`config.mk`:
```
export PLATFORM = sky130hd
export DESIGN_NAME = cnvs_div
export DESIGN_NICKNAME = d
export VERILOG_FILES = /design/src/hdl/assert_macros.svh /design/src/hdl/cnvs_pkg.sv /design/src/hdl/cnvs_div.sv
export SDC_FILE = /design/constraint.sdc
export NUM_CORES = 1
export LEC_CHECK = 0
export BUFFER_PORTS_ARGS = -buffer_cell sky130_fd_sc_hd__buf_2
export CAP_MARGIN = 10
export CELL_PAD_IN_SITES_DETAIL_PLACEMENT = 1
export CELL_PAD_IN_SITES_GLOBAL_PLACEMENT = 1
export CORE_MARGIN = 2
export CORE_UTILIZATION = 44
export DETAILED_ROUTE_END_ITERATION = 7
export PLACE_DENSITY = 0.82
export REMOVE_ABC_BUFFERS = 1
export SLEW_MARGIN = 20
export SYNTH_ARGS = -nofsm -noshare
export SYNTH_HDL_FRONTEND = slang
export SYNTH_SLANG_ARGS = --single-unit
```
`constraint.sdc`:
```
create_clock -name clk -period 2.8 [get_ports clk]
set_input_delay 0.14 -clock clk [delete_from_list [all_inputs] [get_ports clk]]
set_output_delay 0.14 -clock clk [all_outputs]
set_load 0.01 [all_outputs]
```
`src/hdl/assert_macros.svh`:
```
// assertion helpers shared by the rtl
`ifndef ASSERT_MACROS_SVH
`define ASSERT_MACROS_SVH

// same-cycle implication, held off while in reset
`define ASSERT_IMPLIES(label, clk, rst_n, ante, cons) \
  label: assert property (@(posedge clk) disable iff (!rst_n) (ante) |-> (cons)) \
    else $error("implication check failed");

// next-cycle implication, held off while in reset
`define ASSERT_NEXT(label, clk, rst_n, ante, cons) \
  label: assert property (@(posedge clk) disable iff (!rst_n) (ante) |=> (cons)) \
    else $error("next-cycle check failed");

`endif

```
`src/hdl/cnvs_pkg.sv`:
```
`timescale 1ns / 1ps

package cnvs_pkg;

  // field widths of the channel beats
  localparam int EW        = 16;
  localparam int DIM_REG_W = 7;
  localparam int IDX_W     = 10;
  localparam int DIST_W    = 40;
  localparam int STAT_W    = 2;

  // configuration port
  localparam int CFG_ADDR_W = 3;
  localparam int CFG_DATA_W = 32;
  localparam logic [CFG_ADDR_W-3:0] REG_DIMENSION = 1'b0;
  localparam logic [DIM_REG_W-1:0] DIM_RESET = 7'd64;

  // saturation ceiling of the distance
  localparam logic [DIST_W-1:0] DIST_MAX = 40'hFF_FFFF_FFFF;

  // result status codes
  localparam logic [STAT_W-1:0] STATUS_OK      = 2'd0;
  localparam logic [STAT_W-1:0] STATUS_PARTIAL = 2'd1;
  localparam logic [STAT_W-1:0] STATUS_CAP     = 2'd2;

  typedef struct packed {
    logic signed [EW-1:0] element;
    logic                 last_of_set;
  } in_beat_t;

  typedef struct packed {
    logic [IDX_W-1:0]  medoid_index;
    logic [DIST_W-1:0] min_distance;
    logic [STAT_W-1:0] status;
  } out_beat_t;

  // per-coordinate tag that follows the store read into the distance pipe
  typedef struct packed {
    logic valid;
    logic last_coord;
  } dist_tap_t;

endpackage

```
`src/hdl/cnvs_div.sv`:
```
`timescale 1ns / 1ps

// restoring divider, one quotient bit a cycle, truncates toward zero
module cnvs_div #(
  parameter int SW = 26,
  parameter int VW = 11
) (
  input  logic                            clk,
  input  logic                            rst_n,
  input  logic                            start,
  input  logic signed [SW-1:0]            dividend,
  input  logic [VW-1:0]                   divisor,
  output logic                            busy,
  output logic                            done,
  output logic signed [cnvs_pkg::EW-1:0]  quotient
);

  localparam int CNT_W = $clog2(SW + 1);

  logic              busy_r;
  logic              done_r;
  logic [CNT_W-1:0]  cnt_r;
  logic [SW-1:0]     mag_r;
  logic [VW-1:0]     rem_r;
  logic [VW-1:0]     den_r;
  logic              neg_r;
  logic [VW:0]       rem_sh;
  logic              q_bit;
  logic [SW-1:0]     q_signed;

  // trial subtract of the shifted remainder
  assign rem_sh = {rem_r, mag_r[SW-1]};
  assign q_bit  = (rem_sh >= {1'b0, den_r});

  // control
  always_ff @(posedge clk) begin
    if (!rst_n) begin
      busy_r <= 1'b0;
      done_r <= 1'b0;
      cnt_r  <= '0;
    end else begin
      done_r <= 1'b0;
      if (start) begin
        busy_r <= 1'b1;
        cnt_r  <= CNT_W'(SW - 1);
      end else if (busy_r) begin
        cnt_r <= cnt_r - 1'b1;
        if (cnt_r == '0) begin
          busy_r <= 1'b0;
          done_r <= 1'b1;
        end
      end
    end
  end

  // datapath: quotient bits shift in behind the dividend magnitude
  always_ff @(posedge clk) begin
    if (start) begin
      mag_r <= dividend[SW-1] ? SW'(-dividend) : SW'(dividend);
      neg_r <= dividend[SW-1];
      rem_r <= '0;
      den_r <= divisor;
    end else if (busy_r) begin
      mag_r <= {mag_r[SW-2:0], q_bit};
      rem_r <= q_bit ? VW'(rem_sh - {1'b0, den_r}) : VW'(rem_sh);
    end
  end

  assign q_signed = neg_r ? SW'(-mag_r) : mag_r;
  assign quotient = q_signed[cnvs_pkg::EW-1:0];
  assign busy     = busy_r;
  assign done     = done_r;

endmodule

```
==> impl_metrics.json <==
{
  "nets": 526,
  "netlist_instances": 412,
  "antenna_found_initial": 0,
  "ys_seq_area_frac": 0.392,
  "worstPathArrival_ps": 2500,
  "synthTopCellsByArea": "edfxtp_1 30%, dfxtp_1 9.4%, xor2_1 6.2%",
  "areaGrowthSynthToFinish_pct": 15.9,
  "placed_area_um2": 4200,
  "clk-insertion-delay-late_ps": 320,
  "grt_max_degree": 58,
  "num_vias": 3337,
  "layout-drive-gt1-share": 0.197,
  "numCtsBuffers": 5,
  "rsz0062_at_grt": "no",
  "fmax_mhz": 378,
  "htreeDepth": 2,
  "outcome": "finished clean",
  "first_pass_iters": 4,
  "min_period_ps": 2640,
  "grt.met1_usage": 0.272,
  "r2r_cells": 8,
  "power_density_nw_per_um2": 478,
  "n_fill_cell": 1012,
  "num_rows": 34,
  "dp_slack_ps": 225,
  "ant_nets": 0,
  "synth_cell_types": 60,
  "overflow": 0,
  "cts-root-buf": "clkbuf_8",
  "grt_pass1_wl_um": 16900,
  "grt.busiest_layer": "met2",
  "yosys.area.top_type": "edfxtp_1",
  "slew_viol_final": 0,
  "drt_wl_total_um": 10100,
  "n_antenna_cell": 0,
  "finalClockSkew_ps": 14.1,
  "core_area_um2": 8590,
  "tritoncts": "done",
  "grt_util_met2": 0.390,
  "startpoint_type": "flip-flop",
  "final_cell_area_um2": 4440,
  "final-setup-viol-count": 0,
  "first_iter_violations": 111,
  "maxSlewHeadroom": 0.560,
  "num_io_pins": 58,
  "hold_viol": 0,
  "finalNonFillerCells": 580,
  "path_clk_slew_ps": 110,
  "yosys.area.top_type_share": 0.298,
  "yosys_warnings": 0,
  "leakage_nw": 1.76,
  "wl_per_cell_um": 17.4,
  "drc": 0,
  "dp_hpwl_um": 7110,
  "syn-mean-instance-area_um2": 9.30,
  "fp.dieW_um": 97.3,
  "start_util": 0.446,
  "ir_drop_v": 0.000227,
  "post-route-period-util": 0.944,
  "path_max_fanout": 3,
  "groute.usage.overall": 0.216,
  "ys_ff_latch": 56,
  "met3_usage": 0.0281,
  "grt_pass1_vias": 3501,
  "setup_ws_ps": 156,
  "viasPerCell": 5.75,
  "whs_path_depth": 2,
  "dp_cells": 559,
  "dieArea_um2": 9470,
  "cp-end-kind": "output pin",
  "drv_cap": 0,
  "ys.flop_type": "edfxtp_1",
  "synthesis.area_um2": 3830,
  "worst_pin_slew_ps": 660,
  "io_buffers": 57,
  "gp_congestion": 0.812,
  "die_y_um": 97.3,
  "critPathKind": "reg2out",
  "hold_class": "in2reg",
  "required_ps": 2660,
  "clkSinkCount": 56,
  "synth_edf_count": 38,
  "cts_buffer_depth": 2,
  "ys_async_sr_fraction": 0,
  "finalSetupTns_ps": 0
}
[flip-flops by register name (all words and copies together) (netlist names)]
signal / flops
neg_r: 1
den_r: 11
cnt_r: 5
busy: 1
done: 1
rem_r: 11
mag_r: 26
[synthesized netlist by cell type (4+ instances only)]
library cell / number
a211oi_1: 5
a21oi_1: 31
a31oi_1: 4
buf_1: 4
clkbuf_1: 14
dfxtp_1: 18
edfxtp_1: 38
ha_1: 14
inv_1: 22
nand2_1: 21
nand2b_1: 9
nand3_1: 4
nor2_1: 48
nor2b_1: 10
nor3_1: 8
nor3b_1: 5
o21a_1: 9
o21ai_0: 17
o31ai_1: 10
o31ai_2: 4
o41ai_1: 4
o41ai_2: 6
or4_1: 8
xnor2_1: 16
xor2_1: 27
[path summary, 6_finish.rpt]
check	startpoint	endpoint	slack, ps
worst max register to register	mag_r[25]$_DFFE_PP_	rem_r[8]$_SDFFE_PP0P_	260
worst min register to register	cnt_r[4]$_SDFFE_PN0P_	done$_SDFF_PP0_	460
worst min-delay path	rst_n	cnt_r[4]$_SDFFE_PN0P_	100
worst max-delay path	mag_r[1]$_DFFE_PP_	quotient[12]	160
[per-layer routing]
layer  routed length [um]  part of all wire  vias up
li1                     -                 -     1628
met5                    0                 0        -
met2                 5170              0.51       52
met4                  126             0.013        0
met3                  299             0.030       11
met1                 4480              0.44     1646
[final cells by class]
class                           count  area, um2  share of cell area
Clock buffer                        6       93.8              0.0211
Clock inverter                      2       11.3             0.00254
Inverter                           22       82.6              0.0186
Multi-Input combinational cell    310       2150               0.484
Sequential cell                    56       1500               0.338
Tap cell                          108        135              0.0304
Timing Repair Buffer               76        468               0.105
[per-stage QoR]
stage	power [mW]	hold WS (ps)	util
after CTS	2.13	11.5	0.513
final	2.12	95.4	0.517
after floorplan	1.39	212	-
after global placement	1.58	316	0.489
after global routing	2.24	104	0.517
after detailed placement	1.61	319	0.489
[cell usage in the layout (no fill, tap or decap), types with 5 or more instances in the layout]
master and n:
a211oi_1 5, a21oi_1 31, buf_2 57, buf_4 7
clkbuf_8 5, dfxtp_1 18, dlygate4sd3_1 11, edfxtp_1 38
ha_1 14, inv_1 22, nand2_1 21, nand2b_1 9
nor2_1 48, nor2b_1 10, nor3_1 8, nor3b_1 5
o21a_1 9, o21ai_0 16, o31ai_1 9, o31ai_2 5
o41ai_2 6, or4_1 7, xnor2_1 16, xor2_1 27
[power breakdown]
| part | leakage, nW | switching [mW] | total (mW) | internal (mW) |
|---|---|---|---|---|
| Sequential | 0.521 | 0.0626 | 1.04 | 0.973 |
| Clock | 0.0566 | 0.283 | 0.514 | 0.231 |
| Combinational | 1.18 | 0.326 | 0.575 | 0.250 |
| Total | 1.76 | 0.671 | 2.12 | 1.45 |
[cells by family (layout without fill, tap and decap cells)]
group,count (synthesis),in the layout,synth area share
muxes,2,2,0.00523
xor gates and xnor gates,43,43,0.0983
AOI/OAI and AO/OA,111,111,0.212
and+or+nand+nor,139,139,0.192
adders and majority gates,15,15,0.0510
buffers and inverters,46,106,0.0493
DFF,56,56,0.392
[what timing repair did]
item / 4_1_cts / 5_1_grt
hold buffers: 10 / 1
buffers inserted: 0 / 2
hold endpoints to repair: 10 / 1
gates resized for setup: 0 / 3
endpoints found under the setup margin: 0 / 2
[critical path, cell delays in order (launching register included)]
cell,delay [ps]
edfxtp_1,440
inv_1,100
ha_1,190
nand2b_1,100
or4_4,450
or3_1,380
o31ai_2,230
xnor2_1,150
buf_2,160
No activity file was read; power rests on OpenSTA's default activity.
