===== src/hdl/assert_macros.svh =====
// assertion helpers shared by the rtl
`ifndef ASSERT_MACROS_SVH
`define ASSERT_MACROS_SVH

// same-cycle implication, held off while in reset
`define ASSERT_IMPLIES(label, clk, rst_n, ante, cons) \
  label: assert property (@(posedge clk) disable iff (!rst_n) (ante) |-> (cons)) \
    else $error("implication check failed");

// next-cycle implication, held off while in reset
`define ASSERT_NEXT(label, clk, rst_n, ante, cons) \
  label: assert property (@(posedge clk) disable iff (!rst_n) (ante) |=> (cons)) \
    else $error("next-cycle check failed");

`endif


===== src/hdl/cnvs_pkg.sv =====
`timescale 1ns / 1ps

package cnvs_pkg;

  // field widths of the channel beats
  localparam int EW        = 16;
  localparam int DIM_REG_W = 7;
  localparam int IDX_W     = 10;
  localparam int DIST_W    = 40;
  localparam int STAT_W    = 2;

  // configuration port
  localparam int CFG_ADDR_W = 3;
  localparam int CFG_DATA_W = 32;
  localparam logic [CFG_ADDR_W-3:0] REG_DIMENSION = 1'b0;
  localparam logic [DIM_REG_W-1:0] DIM_RESET = 7'd64;

  // saturation ceiling of the distance
  localparam logic [DIST_W-1:0] DIST_MAX = 40'hFF_FFFF_FFFF;

  // result status codes
  localparam logic [STAT_W-1:0] STATUS_OK      = 2'd0;
  localparam logic [STAT_W-1:0] STATUS_PARTIAL = 2'd1;
  localparam logic [STAT_W-1:0] STATUS_CAP     = 2'd2;

  typedef struct packed {
    logic signed [EW-1:0] element;
    logic                 last_of_set;
  } in_beat_t;

  typedef struct packed {
    logic [IDX_W-1:0]  medoid_index;
    logic [DIST_W-1:0] min_distance;
    logic [STAT_W-1:0] status;
  } out_beat_t;

  // per-coordinate tag that follows the store read into the distance pipe
  typedef struct packed {
    logic valid;
    logic last_coord;
  } dist_tap_t;

endpackage


===== src/hdl/cnvs_dist.sv =====
`timescale 1ns / 1ps

// squared distance per vector and running minimum, first on ties
module cnvs_dist #(
  parameter int VIW = 10
) (
  input  logic                                 clk,
  input  logic                                 rst_n,
  input  cnvs_pkg::dist_tap_t                  tap,
  input  logic [VIW-1:0]                       tap_vec,
  input  logic signed [cnvs_pkg::EW-1:0]       elem,
  input  logic signed [cnvs_pkg::EW-1:0]       cent,
  output logic                                 busy,
  output logic [VIW-1:0]                       best_idx,
  output logic [cnvs_pkg::DIST_W-1:0]          best_dist
);

  localparam int EW = cnvs_pkg::EW;
  localparam int DW = cnvs_pkg::DIST_W;
  localparam int MW = EW + 1;
  localparam int QW = 2 * MW;

  cnvs_pkg::dist_tap_t s1_tap_r, s2_tap_r;
  logic [VIW-1:0]      s1_vec_r, s2_vec_r, vd_idx_r, best_idx_r;
  logic signed [MW-1:0] diff_r;
  logic [MW-1:0]       mag;
  logic [QW-1:0]       sq_r;
  logic [DW-1:0]       acc_r;
  logic [DW:0]         acc_sum;
  logic [DW-1:0]       acc_sat;
  logic                vd_v_r;
  logic [DW-1:0]       vd_dist_r, best_dist_r;

  assign mag     = diff_r[MW-1] ? MW'(-diff_r) : MW'(diff_r);
  assign acc_sum = (DW + 1)'(acc_r) + (DW + 1)'(sq_r);
  assign acc_sat = (acc_sum >= (DW + 1)'(cnvs_pkg::DIST_MAX)) ? cnvs_pkg::DIST_MAX
                                                              : acc_sum[DW-1:0];

  // stage valids and accumulator
  always_ff @(posedge clk) begin
    if (!rst_n) begin
      s1_tap_r <= '0;
      s2_tap_r <= '0;
      vd_v_r   <= 1'b0;
      acc_r    <= '0;
    end else begin
      s1_tap_r <= tap;
      s2_tap_r <= s1_tap_r;
      vd_v_r   <= s2_tap_r.valid && s2_tap_r.last_coord;
      if (s2_tap_r.valid) begin
        acc_r <= s2_tap_r.last_coord ? '0 : acc_sat;
      end
    end
  end

  // difference, square, finished vector, minimum
  always_ff @(posedge clk) begin
    diff_r   <= MW'(elem) - MW'(cent);
    s1_vec_r <= tap_vec;
    sq_r     <= mag * mag;
    s2_vec_r <= s1_vec_r;
    if (s2_tap_r.valid && s2_tap_r.last_coord) begin
      vd_dist_r <= acc_sat;
      vd_idx_r  <= s2_vec_r;
    end
    if (vd_v_r && (vd_idx_r == '0 || vd_dist_r < best_dist_r)) begin
      best_dist_r <= vd_dist_r;
      best_idx_r  <= vd_idx_r;
    end
  end

  assign busy      = s1_tap_r.valid || s2_tap_r.valid || vd_v_r;
  assign best_idx  = best_idx_r;
  assign best_dist = best_dist_r;

endmodule


===== config.mk =====
export PLATFORM = sky130hd
export DESIGN_NAME = cnvs_dist
export DESIGN_NICKNAME = d
export VERILOG_FILES = /design/src/hdl/assert_macros.svh /design/src/hdl/cnvs_pkg.sv /design/src/hdl/cnvs_dist.sv
export SDC_FILE = /design/constraint.sdc
export NUM_CORES = 1
export LEC_CHECK = 0
export BUFFER_PORTS_ARGS = -buffer_cell sky130_fd_sc_hd__clkbuf_2
export CAP_MARGIN = 10
export CORE_ASPECT_RATIO = 1.75
export CORE_MARGIN = 3
export CORE_UTILIZATION = 28
export DETAILED_ROUTE_END_ITERATION = 8
export GPL_ROUTABILITY_DRIVEN = 0
export SYNTH_ARGS = -nofsm -noshare
export SYNTH_HDL_FRONTEND = slang
export SYNTH_SLANG_ARGS = --single-unit

===== constraint.sdc =====
create_clock -name clk -period 9.4 [get_ports clk]
set_input_delay 1.41 -clock clk [delete_from_list [all_inputs] [get_ports clk]]
set_output_delay 1.41 -clock clk [all_outputs]
set_load 0.1 [all_outputs]

==> summary.txt <==
Outcome
  – Outcome: completed

Clock network
  – Root Buffer: clkbuf_16
  – Worst-Skew Late Latency: 0.52 ns
  – Htree depth: 1
  – Post-CTS setup buffers: 0
  – # resized after CTS: 0
  – Hold buffer count at cts: 0
  – Clk pin slew, worst setup/hold paths: 0.07 ns
  – CTS Sinks: 215
  – CTS tree: built
  – Total CTS buffers: 23
  – Clock buffer depth: 3

Finish
  – Area grow syn2layout: 12.4%
  – Proportion of layout cells with a drive suffix above 1: 8.83%
  – Ant diodes: 0
  – Fin area: 20200 um^2
  – Layout net count: 2388

Timing
  – Worst-Margin Slew: 1.01 ns
  – Max-slew headroom: 32.1%
  – Final WS setup: 0.967 ns
  – Maximum clock rate: 119 MHz
  – Slew Viols, Final: 0
  – Clk_skew: 0.0148 ns
  – Final TNS setup: 0 ns
  – Final period util: 89.7%
  – RSZ-0062 raised after global routing: false
  – Fin. Hold Viols: 0
  – Fin crit period: 8.43 ns
  – Setup Viol. Count Final: 0

Critical path
  – Startpoint Class: flop
  – CP startpoint: diff_r[0]$_DFF_P_
  – CP max FO: 13
  – CP Capture Type: flop
  – Critical Path Max Stage Delay: 0.54 ns
  – Critical Path RT: 9.79 ns
  – FF-to-FF path depth: 30
  – FF-to-FF Start: diff_r[0]$_DFF_P_
  – Reg2reg end: sq_r[32]$_DFF_P_
  – Crit path to: sq_r[32]$_DFF_P_
  – Most frequent cell on the critical path: fa_1
  – CP max stage cell: fa_1
  – WP data arrival: 8.83 ns
  – Worst reg2reg setup slack: 0.97 ns
  – Worst Path Class, Setup: reg2reg

Job
  – Max-cap violation count: 0

Route
  – DRT Pass-1 Iters: 5
  – First DRT Iteration DRCs: 421
  – Vias/cell: 4.63
  – WL final: 41000 um
  – Drc violations: 0
  – Drt wl/cell: 14.8 um
  – Final ANT Viol Nets: 0
  – Via count: 12800

Synth
  – Top-count cell post-synth: inv_1
  – Area leader, netlist: fa_1
  – Top cells by area, synth: fa_1 22%, edfxtp_1 17%, ha_1 14%
  – EDFF count, synth: 100
  – Post-Synth Simple-Gate Area: 10.6%
  – Largest family of logic cells by synthesized area: adder cells
  – Mux cell area share after synthesis: 0.118%
  – Syn Area/Cell: 9.76 um^2
  – Primary FF master, synth: dfxtp_1
  – Synth Area in Compound Gates: 11.5%
  – Cell Area, Synth: 18000 um^2
  – Synth top area share: 21.6%
  – Distinct cell type count after synthesis: 68
  – Synthesis warning total: 0
  – Post-Synthesis Cells: 1842
  – Asr flop ratio synth: 0%
  – Seq/Total Area, Yosys: 29.5%
  – Synth Area in XOR/XNOR: 4.33%
  – FF+latch count, synth: 215
  – Top cells by count, synth: 372 x inv_1, 195 x ha_1, 194 x fa_1
  – Adder-cell share of the synthesized area: 35.2%

GRT
  – First-pass GRT wire length: 68600 um
  – Largest net degree at the start of global routing: 51
  – Initial antenna violation count: 0
  – Vias in the first global route: 14000
  – Grt total ovfl: 0
  – GRT Util Overall: 12.3%

Floorplanning
  – DIE AREA: 67400 um^2
  – FP Rows: 122
  – Core Area: 63300 um^2
  – Starting Density: 28.4%
  – I/O Pins: 97
  – Die W: 198 um
  – Chip Height: 341 um

Placed design
  – Hpwl dp: 34100 um
  – IO Port Bufs: 96
  – Dpl ws: 1.01 ns
  – Post-DP Area: 19500 um^2

Min path
  – HP Class: reg2reg
## critical path: cells and delay by family, from the launching register on
kind	cells	cell delay (ns)
xor+xnor	2	0.54
flops	1	0.31
fa+ha+maj	8	3.72
simple gates	7	1.39
compound gates	7	1.62
buf+inv	6	0.70
## registers in the layout (all words and copies together) (netlist names)
name / cells
acc_r: 40
best_dist: 40
best_idx: 10
diff_r: 17
s1_tap_r: 2
s1_vec_r: 10
s2_tap_r: 2
s2_vec_r: 10
sq_r: 33
vd_dist_r: 40
vd_idx_r: 10
vd_v_r: 1
## layer usage
| layer | vias up | routed length (um) | track usage (%) |
|---|---|---|---|
| met5 | - | 0 | 0 |
| met4 | 0 | 1820 | 5.31 |
| met3 | 100 | 1280 | 1.06 |
| met2 | 275 | 22100 | 24.3 |
| met1 | 6234 | 15800 | 13.2 |
| li1 | 6234 | - | - |
## kinds of logic after synthesis
| group | after synthesis |
|---|---|
| buf+inv | 416 |
| mux | 2 |
| simple gates | 419 |
| compound gates | 311 |
| fa+ha+maj | 389 |
| other cells | 2 |
| xor+xnor | 88 |
| flops | 215 |
## how the worst min path moves through the flow
stage	startpoint	endpoint	depth (start not counted)
final	s1_vec_r[0]$_DFF_P_	s2_vec_r[0]$_DFF_P_	0
after floorplan	s1_vec_r[0]$_DFF_P_	s2_vec_r[0]$_DFF_P_	0
after CTS	s1_vec_r[0]$_DFF_P_	s2_vec_r[0]$_DFF_P_	0
after global routing	s1_vec_r[5]$_DFF_P_	s2_vec_r[5]$_DFF_P_	0
after detailed placement	s1_vec_r[8]$_DFF_P_	s2_vec_r[8]$_DFF_P_	0
after global placement	s1_vec_r[8]$_DFF_P_	s2_vec_r[8]$_DFF_P_	0
## metrics by stage
step	hold WS (ns)	utilization (%)	instances
floorplan	0.310	-	1852
global route	0.343	31.9	2776
CTS	0.334	31.9	2776
detailed placement	0.315	30.8	2734
global placement	0.314	30.8	2734
finish	0.330	31.9	2776
## final cells by class
| type | count | area [um^2] |
|---|---|---|
| timing repair buffer | 117 | 638 |
| sequential | 215 | 5310 |
| clock buffer | 31 | 626 |
| clock inverter | 11 | 80.1 |
| multi-input combinational | 1221 | 11100 |
| fill | 6437 | 43100 |
| inverter | 375 | 1410 |
| tap | 806 | 1010 |
## cell usage in the layout (no fill, tap or decap), types with 19 or more instances in the layout
cell and instances:
a21o_1 37, a21oi_1 85, a22o_1 35, buf_4 21, clkbuf_16 23, clkbuf_2 96, dfxtp_1 115, edfxtp_1 100
fa_1 194, ha_1 195, inv_1 372, nand2_1 173, nand3_1 21, nand4_1 19, nor2_1 106, o21ai_0 54
xnor2_1 63, xor2_1 24
Power is left out: the tool's default activity adds up to more than one toggle a clock period on the data nets, which glitch-free logic cannot reach.
