### src/hdl/assert_macros.svh
// assertion helpers shared by the rtl
`ifndef ASSERT_MACROS_SVH
`define ASSERT_MACROS_SVH

// same-cycle implication, held off while in reset
`define ASSERT_IMPLIES(label, clk, rst_n, ante, cons) \
  label: assert property (@(posedge clk) disable iff (!rst_n) (ante) |-> (cons)) \
    else $error("implication check failed");

// next-cycle implication, held off while in reset
`define ASSERT_NEXT(label, clk, rst_n, ante, cons) \
  label: assert property (@(posedge clk) disable iff (!rst_n) (ante) |=> (cons)) \
    else $error("next-cycle check failed");

`endif

### src/hdl/cnvs_pkg.sv
`timescale 1ns / 1ps

package cnvs_pkg;

  // field widths of the channel beats
  localparam int EW        = 16;
  localparam int DIM_REG_W = 7;
  localparam int IDX_W     = 10;
  localparam int DIST_W    = 40;
  localparam int STAT_W    = 2;

  // configuration port
  localparam int CFG_ADDR_W = 3;
  localparam int CFG_DATA_W = 32;
  localparam logic [CFG_ADDR_W-3:0] REG_DIMENSION = 1'b0;
  localparam logic [DIM_REG_W-1:0] DIM_RESET = 7'd64;

  // saturation ceiling of the distance
  localparam logic [DIST_W-1:0] DIST_MAX = 40'hFF_FFFF_FFFF;

  // result status codes
  localparam logic [STAT_W-1:0] STATUS_OK      = 2'd0;
  localparam logic [STAT_W-1:0] STATUS_PARTIAL = 2'd1;
  localparam logic [STAT_W-1:0] STATUS_CAP     = 2'd2;

  typedef struct packed {
    logic signed [EW-1:0] element;
    logic                 last_of_set;
  } in_beat_t;

  typedef struct packed {
    logic [IDX_W-1:0]  medoid_index;
    logic [DIST_W-1:0] min_distance;
    logic [STAT_W-1:0] status;
  } out_beat_t;

  // per-coordinate tag that follows the store read into the distance pipe
  typedef struct packed {
    logic valid;
    logic last_coord;
  } dist_tap_t;

endpackage

### src/hdl/cnvs_apb.sv
`timescale 1ns / 1ps

module cnvs_apb (
  input  logic                                clk,
  input  logic                                rst_n,
  input  logic                                psel,
  input  logic                                penable,
  input  logic                                pwrite,
  input  logic [cnvs_pkg::CFG_ADDR_W-1:0]     paddr,
  input  logic [cnvs_pkg::CFG_DATA_W-1:0]     pwdata,
  output logic [cnvs_pkg::CFG_DATA_W-1:0]     prdata,
  output logic                                pready,
  output logic [cnvs_pkg::DIM_REG_W-1:0]      dimension
);

  localparam int AW = cnvs_pkg::CFG_ADDR_W;
  localparam int DW = cnvs_pkg::CFG_DATA_W;
  localparam int RW = cnvs_pkg::DIM_REG_W;

  logic [RW-1:0] dim_r;
  logic          sel_dim;
  logic          wr_en;

  // word decode, byte offset ignored
  assign sel_dim = (paddr[AW-1:2] == cnvs_pkg::REG_DIMENSION);
  assign wr_en   = psel && penable && pwrite;

  always_ff @(posedge clk) begin
    if (!rst_n) begin
      dim_r <= cnvs_pkg::DIM_RESET;
    end else if (wr_en && sel_dim) begin
      dim_r <= pwdata[RW-1:0];
    end
  end

  // read back
  assign prdata    = sel_dim ? DW'(dim_r) : '0;
  assign pready    = 1'b1;
  assign dimension = dim_r;

endmodule

### config.mk
export PLATFORM = sky130hd
export DESIGN_NAME = cnvs_apb
export DESIGN_NICKNAME = d
export VERILOG_FILES = /design/src/hdl/assert_macros.svh /design/src/hdl/cnvs_pkg.sv /design/src/hdl/cnvs_apb.sv
export SDC_FILE = /design/constraint.sdc
export NUM_CORES = 1
export LEC_CHECK = 0
export CAP_MARGIN = 40
export CORE_AREA = 2 2 39 41
export DETAILED_ROUTE_END_ITERATION = 10
export DIE_AREA = 0 0 41 43
export DONT_BUFFER_PORTS = 1
export GPL_TIMING_DRIVEN = 0
export PLACE_DENSITY = 0.61
export SYNTH_ARGS = -nofsm -noshare
export SYNTH_HDL_FRONTEND = slang
export SYNTH_SLANG_ARGS = --single-unit
export TNS_END_PERCENT = 50
### constraint.sdc
create_clock -name clk -period 0.8 [get_ports clk]
set_input_delay 0.04 -clock clk [delete_from_list [all_inputs] [get_ports clk]]
set_output_delay 0.04 -clock clk [all_outputs]
set_load 0.02 [all_outputs]
==> results.txt, run 1 <==
- Max Fclk: 1110 MHz
- Clk_lat worst skew: 0.24 ns
- Final Hold Viols: 0
* Delay of the slowest critical-path stage: 0.37 ns
- Max FO, Critical Path: 3
* PwrDens: 1200 nW/µm²
- Share of the yosys chip area belonging to registers: 25.2%
- Final HPWL DP: 756 µm
- Die Width: 41 µm
- Total of max-cap violations: 0
* Worst setup path class: register to output pin
- The clock arrives with 0 ns of skew.
* Number of buffers created by CTS: 3
- Global-route met2 utilization: 22.2%
- Setup repair after global routing could not meet its margin everywhere.
* Data required time at the worst endpoint: 0.76 ns
- TritonCTS built the clock tree.
* Post-layout util: 57.8%
- In this run the number of H-tree levels came out at 1.
- Area Overhead vs Synth: 43.6%
* Sink Count: 7
- The tree is rooted in a clkbuf_4.
- Vias after detailed routing: 419
- After routing, the total negative slack on setup checks comes to -0.654 ns.
- Synthesis handed over a netlist of 66 instances.
* Vias per inst: 3.55
- Global routing used 2.09% of the available met3 tracks.
- Pins over their slew limit: 0
- The number of different library cells used by synthesis comes to 10.
- WL per Instance: 9.40 µm
* Via count of the first global-routing pass: 337
- At the worst endpoint, the arrival time is 0.86 ns.
- After synthesis the netlist holds a flip-flop and latch count of 7.
* Crit path max-delay family: flip-flops
- Design area: 800 µm²
* Met1 Track Usage GR: 12.7%
* CTS clock-pin slew for the worst setup and hold paths: 0.05 ns
- Count of boundary I/O pins: 80
- IR analysis of the VDD net gives a maximum drop of 0.870 mV.
- Static leakage power: 0.425 nW
- Mean Syn Cell Area: 8.44 µm²
- Port buffering added 0 buffers.
- Count of inserted antenna diode cells: 0
* First-pass GRT wire length: 1480 µm
* PnR worst setup slack: -0.103 ns
* Worst hold-check slack: 0.00978 ns
- Die area: 1760 µm²
* Nature of the critical path endpoint: output pin
- Summed over all layers, the routed wires come to 1110 µm.
- Measured along the y axis, the die boundary spans 43 µm.
- Startpoint type of the worst setup path: register
* Fraction of final layout cells with drive strength greater than 1: 43.1%
- Class of the tightest hold or removal check: input port to register
- Busiest layer in global routing: met2
* Pin count of the biggest net entering global routing: 11
* Status: finished with violations
* Crit path time final: 0.903 ns
- The region available for standard cell placement spans 1380 µm².
- In the layout the commonest cells are 26 x buf_4, 26 x conb_1, 12 x nand2_1, 8 x dlygate4sd3_1.
* Post-synthesis instance area: 557 µm²
- DRC errors left: 0
- Remaining Overflow, GRT: 0
- Number of antenna violations at the first check in global routing: 0
- Ordered cell list for the critical path: and2b_2
- Number of buffers between clock root and the deepest sink: 2
- Setup violations remaining at the end of the flow were counted as 7.
- Combined global-route utilization of all metal layers: 12.7%
* Initial Util: 40.2%
- The final critical path takes up 113% of the cycle.
* Count of routing violations after the opening detailed-route iteration: 8
- The final layout contains 143 nets.
* Standard cell with the maximum stage delay on the critical path: dfxtp_4
- The checks that failed: negative setup slack.
* Largest register FFs: 7
- The first detailed-routing pass ran for 4 iterations.
* Routability Congestion: 0.639
- Number of buffers and inverters on the critical path: 0
- The Yosys step of the flow raised 0 warnings.
- Detail Route Antenna Nets: 0
* Total placed instance area: 667 µm²
- Standard-cell rows: 14
-- Yosys cell counts, drive strengths merged --
cell / number / share of area (%)
buf: 27 / 37
conb: 2 / 1.3
nand2: 12 / 8.1
clkbuf: 1 / 0.67
dfxtp: 7 / 25
nor2b: 2 / 2.2
and4b: 1 / 1.8
mux2i: 7 / 13
and2b: 7 / 11
-- metal layers --
layer,up-vias,wire [µm]
li1,224,-
met1,169,383
met2,24,603
met3,2,105
met4,0,17
met5,-,0
-- cell families after synthesis --
family | after synthesis | share of synthesized area, %
buffers and inverters | 28 | 37.8
and+or+nand+nor | 22 | 23.1
muxes | 7 | 12.6
DFF | 7 | 25.2
other | 2 | 1.35
-- what timing repair did --
action	CTS	global route
hold buffers	8	0
setup endpoints to repair	7	7
buffers inserted	0	0
resized for setup	14	0
endpoints found under the hold margin	7	0
-- power breakdown --
| group | switching [mW] | internal, mW | leakage (nW) |
|---|---|---|---|
| clock network | 0.121 | 0.190 | 0.0150 |
| logic | 0.160 | 0.136 | 0.348 |
| registers | 0.0159 | 0.339 | 0.0613 |
-- cell type report --
cell class	count	area, µm²
plain buffers	28	210
clock buffers	4	26.3
fillers	139	584
multi-input cells	55	297
flip-flops and latches	7	166
well taps	16	20.0
repair buffers	8	80.1
-- through the flow --
stage | setup WS (ns) | power [mW] | std cells
finish | -0.103 | 0.963 | 118
global route | -0.122 | 1.02 | 118
CTS | -0.101 | 0.970 | 118
detailed placement | 0.0574 | 0.639 | 106
global placement | 0.0582 | 0.638 | 106
floorplan | 0.0935 | 0.631 | 90
-- path summary, 6_finish.rpt --
kind	from	end	slack (ns)	cells past startpoint
max	dimension[1]$_SDFFE_PN0P_	prdata[1]	-0.10	1
min reg2reg	dimension[5]$_SDFFE_PN0P_	dimension[5]$_SDFFE_PN0P_	0.52	2
max reg2reg	dimension[0]$_SDFFE_PN0P_	dimension[0]$_SDFFE_PN0P_	0.14	2
min	rst_n	dimension[6]$_SDFFE_PN1P_	0.01	2
(Power assumes the default switching activity.)
==> run 2, diff against run 1 <==
--- a/config.mk
+++ b/config.mk
@@ -12,6 +12,7 @@
 export DONT_BUFFER_PORTS = 1
 export GPL_TIMING_DRIVEN = 0
 export PLACE_DENSITY = 0.61
+export REMOVE_ABC_BUFFERS = 1
 export SYNTH_ARGS = -nofsm -noshare
 export SYNTH_HDL_FRONTEND = slang
 export SYNTH_SLANG_ARGS = --single-unit
==> results.txt, run 2 (synthesis gave the netlist of run 1 again) <==
* Status: finished with violations
- The final reports fail on negative setup slack.
- Routability-driven placement finished with a final weighted congestion of 0.531.
- Pins over their slew limit: 0
- Power spread over the standard cell area amounts to 1470 nW/µm².
* Final HPWL DP: 651 µm
- Buffers placed on the I/O ports in this run total 0.
- Remaining Overflow, GRT: 0
- On the critical path the largest part of the delay comes from flip-flops.
* Clock tree from TritonCTS: done
* Standard-cell rows: 14
* Cell count of the worst hold path: 2
* Pin count of the biggest net entering global routing: 13
- First-pass GRT wire length: 1350 µm
- Clock latency on the worst-skew pair, taken at its later pin, is 0.25 ns.
- The detailed router placed 357 vias in this run.
- Max FO, Critical Path: 3
- The root buffer cell chosen for the clock tree is clkbuf_4.
- The filler cells instantiated in the layout total 153.
- Static leakage power: 0.286 nW
- Delay of the slowest critical-path stage: 0.37 ns
- The floorplan step set the die width to 41 µm.
- After detailed routing, the number of remaining DRC violations is 0.
- Core Box Area: 1380 µm²
- Sink Count: 7
* Count of routing violations after the opening detailed-route iteration: 0
- Die area: 1760 µm²
- The register with the most flip-flops in the layout has 7 of them.
- Critical path depth in cells: 1
* Data required time at the worst endpoint: 0.76 ns
* Maximum VDD drop: 0.565 mV
* Footprint of the multi-input gates: 297 µm²
* Number of buffers created by CTS: 3
* Fraction of final layout cells with drive strength greater than 1: 23.0%
* Total of max-cap violations: 0
- Setup violations remaining at the end of the flow were counted as 7.
- Number of buffers between clock root and the deepest sink: 2
- Detail Route Antenna Nets: 0
- Number of antenna violations at the first check in global routing: 0
* PnR worst setup slack: -0.105 ns
- For this run, the number of standard cells in the final layout without fillers is 90.
* Worst setup path class: register to output pin
* Max H-tree Level: 1
* Length of the first detailed-routing pass in iterations: 1
* CTS clock-pin slew for the worst setup and hold paths: 0.06 ns
- The worst path in the final design needs a cycle of 0.905 ns, including I/O delays and setup.
* Initial Util: 40.2%
- Clock skew on the completed layout was measured at 0 ns.
- WL per Instance: 10.5 µm
- Via count of the first global-routing pass: 317
- In this run the worst hold path is classified as input port to register.
* Instance count after placement with tap cells included: 78
* Post-detailed-routing wire length: 948 µm
- Leaving out fill and tap cells, the most frequent cells in the layout are 26 x conb_1, 12 x nand2_1.
* Count of inserted antenna diode cells: 0
* Arr. time, crit path: 0.87 ns
* Standard cell with the maximum stage delay on the critical path: dfxtp_4
- Area taken by flip-flops and latches: 166 µm²
- Ordered cell list for the critical path: and2b_2
- The final hold violation count was 0.
- Vias per inst: 3.97
* Setup TNS: -0.690 ns
- Nets: 115
- The library cell used most frequently in the layout, excluding fill and tap cells, is conb_1.
- Combined global-route utilization of all metal layers: 11.7%
* Fin crit share: 113%
- RSZ-0062 raised after global routing: true
* Startpoint type of the worst setup path: register
* Number of buffers and inverters on the critical path: 0
- The area growth from synthesis to layout is 6.29%.
* Count of boundary I/O pins: 80
- Nature of the critical path endpoint: output pin
- Height of the die: 43 µm
- Timing would allow up to 1100 MHz.
- Counting cells, the worst reg-to-reg path comes to 2.
run 2: cell types whose count changed in the layout (fill, tap and decap cells not counted):
cell,delta
buf_6,-1
dlymetal6s4s_1,+1
buf_4,-26
dlygate4sd3_1,-1
clkbuf_1,-1
run 2: through the flow:
step	hold slack, ns	total power [mW]	worst slack [ns]	area, µm²	utilization, %
floorplan	0.182	0.525	0.0479	437	-
global placement	0.185	0.529	-0.0666	457	33.0
detailed placement	0.192	0.530	-0.0943	457	33.0
CTS	0.0137	0.888	-0.118	589	42.6
global route	0.0292	0.930	-0.127	592	42.8
finish	0.00869	0.872	-0.105	592	42.8
run 2: worst paths after layout:
path,startpoint,end,slack (ns)
max,dimension[2]$_SDFFE_PN0P_,prdata[2],-0.11
min,rst_n,dimension[6]$_SDFFE_PN1P_,0.009
min reg2reg,dimension[2]$_SDFFE_PN0P_,dimension[2]$_SDFFE_PN0P_,0.51
max reg2reg,dimension[6]$_SDFFE_PN1P_,dimension[6]$_SDFFE_PN1P_,0.13
run 2: final cells by class:
cell class              instances  share of cell area, %
well taps                      16                   3.38
flip-flops and latches          7                   28.1
clock buffers                   4                   4.44
repair buffers                  8                   14.0
multi-input cells              55                   50.1
run 2: layer usage:
metal | up-vias | track usage [%] | share of wire [%]
li1 | 167 | - | -
met1 | 158 | 14.1 | 37
met2 | 32 | 16.9 | 49
met3 | 0 | 5.24 | 14
met4 | 0 | 6.00 | 0
met5 | - | 0 | 0
run 2: what timing repair did:
item / CTS / global route
hold buffers: 8 / 0
gates resized for setup: 14 / 1
endpoints found under the hold margin: 7 / 0
pin swaps: 0 / 0
setup endpoints to repair: 7 / 13
buffers inserted: 0 / 0
run 2: report_power, final:
| group | internal (mW) | switching, mW | leakage [nW] | total, mW |
|---|---|---|---|---|
| Combinational | 0.0489 | 0.144 | 0.209 | 0.192 |
| Clock | 0.191 | 0.135 | 0.0150 | 0.325 |
| Sequential | 0.339 | 0.0155 | 0.0613 | 0.354 |
==> run 3, diff against run 2 <==
--- a/config.mk
+++ b/config.mk
@@ -13,6 +13,7 @@
 export GPL_TIMING_DRIVEN = 0
 export PLACE_DENSITY = 0.61
 export REMOVE_ABC_BUFFERS = 1
+export SETUP_SLACK_MARGIN = 0.5
 export SYNTH_ARGS = -nofsm -noshare
 export SYNTH_HDL_FRONTEND = slang
 export SYNTH_SLANG_ARGS = --single-unit
==> results.txt, run 3 (synthesis gave the netlist of run 1 again) <==
- Derived from the worst setup path, the maximum achievable clock frequency is 1100 MHz.
* Crit path max-delay family: flip-flops
- Setup repair after global routing could not meet its margin everywhere.
- For this block, the initial DRC count from the detailed router was 0.
- Core Box Area: 1380 µm²
- The first global-routing pass estimated 1210 µm of wire.
- After layout, the minimum clock period comes to 0.908 ns.
- Once the floorplan was initialized, standard cells occupied 40.2% of the core.
* Fin crit share: 113%
- Nets: 107
* Vias per inst: 4.01
* Class of the tightest hold or removal check: input port to register
* Number of setup violations in the final report: 7
- At the end of the flow the core is filled with cells to 37.1%.
- The clock net in this run drives a total of 7 sinks.
- Pin count of the biggest net entering global routing: 15
- The tool flagged a number of max-cap violations equal to 0.
* Filler cells: 159
- At the worst endpoint, the arrival time is 0.87 ns.
* WL per Instance: 10.3 µm
- The post-route netlist has 28.8% of its cells at a drive strength greater than 1.
- Data required time at the worst endpoint: 0.76 ns
- Pre-CTS WS: -0.0943 ns
- Pin placement for this block handled 80 I/O pins.
- Number of buffers and inverters on the critical path: 0
- Largest register FFs: 7
* Pins over their slew limit: 0
- The floorplan step defined a die boundary enclosing 1760 µm².
- After detailed routing, the total wire length is 844 µm.
- Status: finished with violations
- Worst setup path class: register to output pin
- Across the routed clock network, the largest skew measured is 0 ns.
- Measured along the y axis, the die boundary spans 43 µm.
- Routability Congestion: 0.531
* Commonest non-fill, non-tap cell in the layout: conb_1
- The via count of the first global-routing pass was 256.
* Clock tree from TritonCTS: done
- Static leakage power: 0.243 nW
- Max H-tree Level: 1
- The detailed router placed 329 vias in this run.
- Clock Tree Root: clkbuf_4
- Buffers added to address setup during post-CTS repair amount to 0.
* Delay of the slowest critical-path stage: 0.37 ns
* Final HPWL DP: 651 µm
* Violated checks: negative hold slack, negative setup slack
* Standard-cell rows: 14
* Clk_lat worst skew: 0.25 ns
- TritonCTS created 3 clock buffers.
- Ordered cell list for the critical path: and2b_2
* Count of inserted antenna diode cells: 0
* Combined global-route utilization of all metal layers: 10.6%
- Number of buffers between clock root and the deepest sink: 2
- Of all nets on the critical path, the largest fanout is 3.
- The worst setup path is captured at an output pin.
* DRC errors left: 0
- PnR worst setup slack: -0.108 ns
- Leaving out fill and tap cells, the most frequent cells in the layout are 26 x conb_1, 11 x nand2_1, 7 x and2b_2, 7 x mux2i_1, 7 x dfxtp_4.
- STA classifies the critical path startpoint as a register.
- From synthesis to final layout, the design area changed by -7.87%.
- The floorplan step set the die width to 41 µm.
- The count of buffers added on input and output ports is 0.
- Number of antenna violations at the first check in global routing: 0
- CTS clock-pin slew for the worst setup and hold paths: 0.06 ns
- The worst-case IR drop observed on VDD is 0.507 mV.
- The tightest hold path in the finished design has a slack of -0.0906 ns.
- After routing, the total negative slack on setup checks comes to -0.701 ns.
* Length of the first detailed-routing pass in iterations: 1
* Detail Route Antenna Nets: 0
* Standard cell with the maximum stage delay on the critical path: dfxtp_4
- Dividing total power by cell area gives a power density of 1630 nW/µm².
- Final Hold Viols: 7
* Remaining Overflow, GRT: 0
[run 3: layout make-up]
cell class,count,area [µm²],share of cell area [%]
Clock buffer,4,26.3,5.12
Multi-Input combinational cell,55,300,58.5
Tap cell,16,20.0,3.90
Sequential cell,7,166,32.4
[run 3: worst paths after layout]
path	start	end	slack, ns	cells past startpoint
worst max-delay path	dimension[2]$_SDFFE_PN0P_	prdata[2]	-0.11	1
worst min-delay path	rst_n	dimension[2]$_SDFFE_PN0P_	-0.09	2
worst max register to register	dimension[6]$_SDFFE_PN1P_	dimension[6]$_SDFFE_PN1P_	0.14	2
worst min register to register	dimension[0]$_SDFFE_PN0P_	dimension[0]$_SDFFE_PN0P_	0.51	2
[run 3: per-stage QoR]
stage	hold WS (ns)	instance area, µm²	total power [mW]	cells
after floorplan	0.182	437	0.525	62
after global placement	0.185	457	0.529	78
after detailed placement	0.192	457	0.530	78
after CTS	-0.0984	509	0.850	82
after global routing	-0.0859	513	0.887	82
final	-0.0906	513	0.835	82
[run 3: repair_timing]
item | in CTS | in global routing
cloned | 0 | 0
hold endpoints to repair | 7 | 7
pin swaps | 4 | 1
endpoints found under the setup margin | 21 | 21
resized for setup | 14 | 2
[run 3: where the power goes]
group	switching, mW	internal (mW)	total [mW]	leakage [nW]
Combinational	0.130	0.0232	0.153	0.167
Clock	0.137	0.191	0.328	0.0150
Sequential	0.0156	0.339	0.355	0.0613
[run 3: routing by layer]
metal  share of wire (%)  GRT usage (%)  routed length [µm]
met5                   0              0                   0
met4                   0           6.00                   0
met3                  13           3.14                 112
met2                  49           14.1                 414
met1                  38           14.8                 317
